`config.mk`:
```
export PLATFORM = sky130hd
export DESIGN_NAME = tpa_ctrl
export DESIGN_NICKNAME = d
export VERILOG_FILES = /design/src/rtl/tile_palette_analyzer_macros.svh /design/src/rtl/tpa_pkg.sv /design/src/rtl/tpa_ctrl.sv
export SDC_FILE = /design/constraint.sdc
export NUM_CORES = 1
export LEC_CHECK = 0
export CAP_MARGIN = 5
export CORE_AREA = 3 3 40 42
export DETAILED_ROUTE_END_ITERATION = 10
export DIE_AREA = 0 0 43 45
export DONT_BUFFER_PORTS = 1
export SYNTH_ARGS = -nofsm -noshare
export SYNTH_HDL_FRONTEND = slang
export SYNTH_SLANG_ARGS = --single-unit
```
`constraint.sdc`:
```
create_clock -name clk -period 1.75 [get_ports clk]
set_input_delay 0.0875 -clock clk [delete_from_list [all_inputs] [get_ports clk]]
set_output_delay 0.0875 -clock clk [all_outputs]
set_load 0.01 [all_outputs]
```
`src/rtl/tile_palette_analyzer_macros.svh`:
```
// ----------------------------------------------------------------------------
// tile palette analyzer assertion macros
// shared property shorthands, clocked on clk and held off during rst
// ----------------------------------------------------------------------------
`ifndef TILE_PALETTE_ANALYZER_MACROS_SVH
`define TILE_PALETTE_ANALYZER_MACROS_SVH

// same-cycle implication
`define TPA_ASSERT_IMP(label, ante, cons) \
  label: assert property (@(posedge clk) disable iff (rst) (ante) |-> (cons)) \
    else $error("tile palette analyzer: property violated");

// next-cycle implication
`define TPA_ASSERT_NXT(label, ante, cons) \
  label: assert property (@(posedge clk) disable iff (rst) (ante) |=> (cons)) \
    else $error("tile palette analyzer: property violated");

`endif

```
`src/rtl/tpa_pkg.sv`:
```
// ----------------------------------------------------------------------------
// tpa_pkg
// constants, codes and controller/datapath interface types of the analyzer
// ----------------------------------------------------------------------------
`default_nettype none

package tpa_pkg;

  localparam int PALETTE_DEPTH = 256;
  localparam int MAX_TILE      = 48;
  localparam int IDX_W         = $clog2(PALETTE_DEPTH);
  localparam int CNT_W         = $clog2(PALETTE_DEPTH + 1);
  localparam int PIX_W         = 32;
  localparam int SIDE_W        = 6;
  localparam int BPP_W         = 3;
  localparam int EST_W         = 14;

  localparam logic [7:0] CTL_RAW          = 8'h00;
  localparam logic [7:0] CTL_PACKED       = 8'h50;
  localparam logic [7:0] CTL_FULL_PALETTE = 8'h60;
  localparam logic [7:0] CTL_SOLID        = 8'h80;
  localparam logic [7:0] CTL_JPEG         = 8'h90;
  localparam logic [7:0] CTL_STREAM_RESET = 8'h0f;

  localparam logic [1:0] FILTER_NONE    = 2'd0;
  localparam logic [1:0] FILTER_PALETTE = 2'd1;

  localparam int JPEG_MIN_BYTES = 3000;
  localparam int JPEG_MIN_SIDE  = 16;

  localparam logic [BPP_W-1:0] BPP_RESET = 3'd4;
  localparam logic REG_BPP = 1'b0;

  typedef enum logic [5:0] {
    S_IDLE   = 6'b000001,
    S_CHECK  = 6'b000010,
    S_SEARCH = 6'b000100,
    S_MATH1  = 6'b001000,
    S_MATH2  = 6'b010000,
    S_OUT    = 6'b100000
  } tpa_state_t;

  typedef struct packed {
    logic take;
    logic check;
    logic search;
    logic math1;
    logic math2;
    logic load;
  } tpa_cmd_t;

  typedef struct packed {
    logic need_search;
    logic hit;
    logic miss;
    logic last;
    logic out_free;
  } tpa_status_t;

endpackage

`default_nettype wire

```
`src/rtl/tpa_ctrl.sv`:
```
// ----------------------------------------------------------------------------
// tpa_ctrl
// sequencer: take item, resolve palette index, size math, deliver result
// ----------------------------------------------------------------------------
`default_nettype none

module tpa_ctrl import tpa_pkg::*; (
  input  wire logic        clk,
  input  wire logic        rst,
  input  wire logic        in_valid,
  output logic             in_ready,
  input  wire tpa_status_t status,
  output tpa_cmd_t         cmd
);

  tpa_state_t state, state_next;

  always_ff @(posedge clk) begin
    if (rst) begin
      state <= S_IDLE;
    end else begin
      state <= state_next;
    end
  end

  always_comb begin
    state_next = state;
    case (state)
      S_IDLE: begin
        if (in_valid) state_next = S_CHECK;
      end
      S_CHECK: begin
        if (status.need_search) state_next = S_SEARCH;
        else if (status.last) state_next = S_MATH1;
        else state_next = S_OUT;
      end
      S_SEARCH: begin
        if (status.hit || status.miss) begin
          state_next = status.last ? S_MATH1 : S_OUT;
        end
      end
      S_MATH1: state_next = S_MATH2;
      S_MATH2: state_next = S_OUT;
      S_OUT: begin
        if (status.out_free) state_next = S_IDLE;
      end
      default: state_next = S_IDLE;
    endcase
  end

  assign in_ready   = (state == S_IDLE);
  assign cmd.take   = in_valid && (state == S_IDLE);
  assign cmd.check  = (state == S_CHECK);
  assign cmd.search = (state == S_SEARCH);
  assign cmd.math1  = (state == S_MATH1);
  assign cmd.math2  = (state == S_MATH2);
  assign cmd.load   = (state == S_OUT) && status.out_free;

endmodule

`default_nettype wire

```
==> run metrics <==
clock tree sinks 6; setup TNS 0 ns; post-route insts no fill 78; Final setup viols 0; per-cell routed wire length 13.01 um; status finished clean; Netlist cell types 26; largest net degree at the start of global routing 8; GRT overflow 0; full die area 0.001935 mm2; critical path type reg -> reg; Top reg by flops state; Seq/Total Area, Yosys 31.27%; HP Class in -> reg; Cell Pwr Density 683.0 mW/mm2; CTS tree yes; CTS Root Cell clkbuf_4; flip-flop and latch count after synthesis 6; met2 wire len 478 um; maximum clock rate 0.5748 GHz; share of post-route cells with drive strength above 1 36.51%; drt total wl 1015 um; relative slew slack 71.79%; Psw 0.00009809 W; Pre-Repair DR Iteration Count 4; Switching Fraction 25.85%; cts bufs inserted 3; uppermost routed layer met4; Critical Path RT 1.86 ns; Sequential Area 120.1 um2; area of the multi-input gates 272.8 um2; Clock transition at path regs 0.05 ns; Lkg Pwr 0.2348 nW; mean post-synth cell area 8.536 um2; worst slew pin tran 0.4173 ns; Clock Path Buffers 2; final RePlAce weighted congestion 0.8119; initial DRC count 8; FILL cells 130; Post-DRT Antenna Nets 0; max FFs per register 6; DRC 0; unrepaired setup endpoints after global routing true; diode count 0; mapped cell area 384.1 um2; number of global-route vias before repair 399; Pwr Total 0.0003794 W; Setup crit end kind flip-flop; crit-path max FO 5; # placed instances 73; DP HPWL 824.6 um; routed length on met1 475 um; Vias 409; Worst Skew 0.009603 ns; first-pass GRT wire length 1773 um; Seq pwr share 38.7%; Clk pwr share 32.5%; Cells after Synth 45; Comb pwr share 28.9%; CP arrival 1.85 ns; Total Routing Usage GR 12.42%; H-tree levels 1; Worst Setup Start Kind flip-flop; num rows 13; Starting Density 29.89%; Tmin final 1.740 ns; Die X 43 um; Area growth syn-to-layout 44.63%; NumNets Final 73; Synthesized Nets 53; initial antenna violation count 0; Setup Buffers After CTS 0; Slew Viols, Final 0; die height 45 um; Core ar. 0.001285 mm2; worst-skew pair later-pin latency 0.24 ns; crit share post-route 99.42%; Fin. Hold Viols 0; Max-cap violations 0; Largest regs state: 6 flops; I/O pin count 15; VDD IR max 0.3928 mV; DR vias/cell 5.244; Yosys warnings 0; I/O Buffers 0; met3 wire len 51 um; Internal 0.0002814 W
==> power groups by stage <==
stage	sequential (W)	combinational, W	clock (W)
final	0.000147	0.000110	0.000123
after global routing	0.000147	0.000119	0.000135
after CTS	0.000147	0.0000993	0.000125
after detailed placement	0.000149	0.0000940	0
after global placement	0.000149	0.0000930	0
after floorplan	0.000153	0.0000494	0
==> timing repair <==
item / 4_1_cts / 5_1_grt
cloned: 0 / 0
hold endpoints to repair: 6 / 1
endpoints found under the setup margin: 1 / 3
hold buffers: 1 / 1
gates resized for setup: 1 / 2
pin swaps: 0 / 1
==> final timing paths <==
check                                            from                    end  slack (ns)  depth (start not counted)
worst max-delay path            state[0]$_SDFFE_PP1P_  state[0]$_SDFFE_PP1P_        0.01                          4
worst min-delay path                        status[1]  state[3]$_SDFFE_PP0P_        0.06                          2
worst max register to register  state[0]$_SDFFE_PP1P_  state[0]$_SDFFE_PP1P_        0.01                          4
worst min register to register  state[5]$_SDFFE_PP0P_  state[5]$_SDFFE_PP0P_        0.65                          3
==> routing by layer <==
| metal | up-vias | global-route usage [%] |
|---|---|---|
| met5 | - | 0 |
| met4 | 0 | 5.422 |
| met3 | 2 | 3.984 |
| met2 | 10 | 19.46 |
| met1 | 185 | 15.70 |
| li1 | 212 | - |
==> critical path, stage by stage (launching register included) <==
cell and delay [ns]:
dfxtp_1 0.31, or4_4 0.52, or4_4 0.52, nand2_2 0.13, o311ai_1 0.12
==> cells by family (layout without fill, tap and decap cells) <==
logic type,count (synthesis),in the layout,synth area share (%)
buffers and inverters,1,19,0.9763
DFF,6,6,31.27
xor gates and xnor gates,1,1,2.281
and+or+nand+nor,28,28,50.17
AOI/OAI and AO/OA,9,9,15.31
==> placed cells by master, fill, tap and decap left out, types with 2 or more instances in the layout <==
| cell | instances |
|---|---|
| clkbuf_4 | 3 |
| nor3b_1 | 3 |
| dfxtp_1 | 6 |
| nand2b_1 | 3 |
| a21oi_1 | 3 |
| nor3_1 | 2 |
| or4_4 | 3 |
| buf_4 | 13 |
| nor2_1 | 5 |
| dlygate4sd3_1 | 2 |
| o21ai_0 | 2 |
==> cell type report <==
class | instances | share of cell area, %
multi-input cells | 38 | 49.10
flip-flops and latches | 6 | 21.62
repair buffers | 15 | 21.17
clock buffers | 3 | 4.054
well taps | 15 | 3.378
inverters | 1 | 0.6757
==> through the flow <==
| stage | area [um2] | worst slack, ns | utilization [%] | hold slack (ns) |
|---|---|---|---|---|
| after detailed placement | 500.5 | 0.03154 | 38.95 | 0.1639 |
| after global placement | 500.5 | 0.07648 | 38.95 | 0.1619 |
| after CTS | 536.8 | 0.03373 | 41.77 | 0.005583 |
| final | 555.5 | 0.01020 | 43.23 | 0.06437 |
| after global routing | 555.5 | -0.04291 | 43.23 | 0.05414 |
| after floorplan | 384.1 | 0.01419 | - | 0.1566 |
==> synthesized netlist by cell type <==
library cell	n	area (um2)
and2_1	1	6.260
a221oi_1	1	8.760
nor4_1	1	6.260
nand3_1	1	5.000
inv_1	1	3.750
nand2_2	1	6.260
and4b_1	1	10.01
nand4_1	1	6.260
a21oi_1	3	15.01
xor2_1	1	8.760
o21ai_0	2	10.01
nor3_1	2	10.01
dfxtp_1	6	120.1
nor4b_1	1	8.760
nor2_1	5	18.77
or4_4	2	22.52
o41ai_1	1	8.760
o311ai_1	1	8.760
or3_1	1	6.260
nand2b_1	3	18.77
nand2_1	1	3.750
nor3b_1	3	22.52
and3b_1	1	8.760
o211ai_1	1	7.510
nor3b_2	2	25.02
or4_1	1	7.510
No activity file was read; power rests on OpenSTA's default activity.
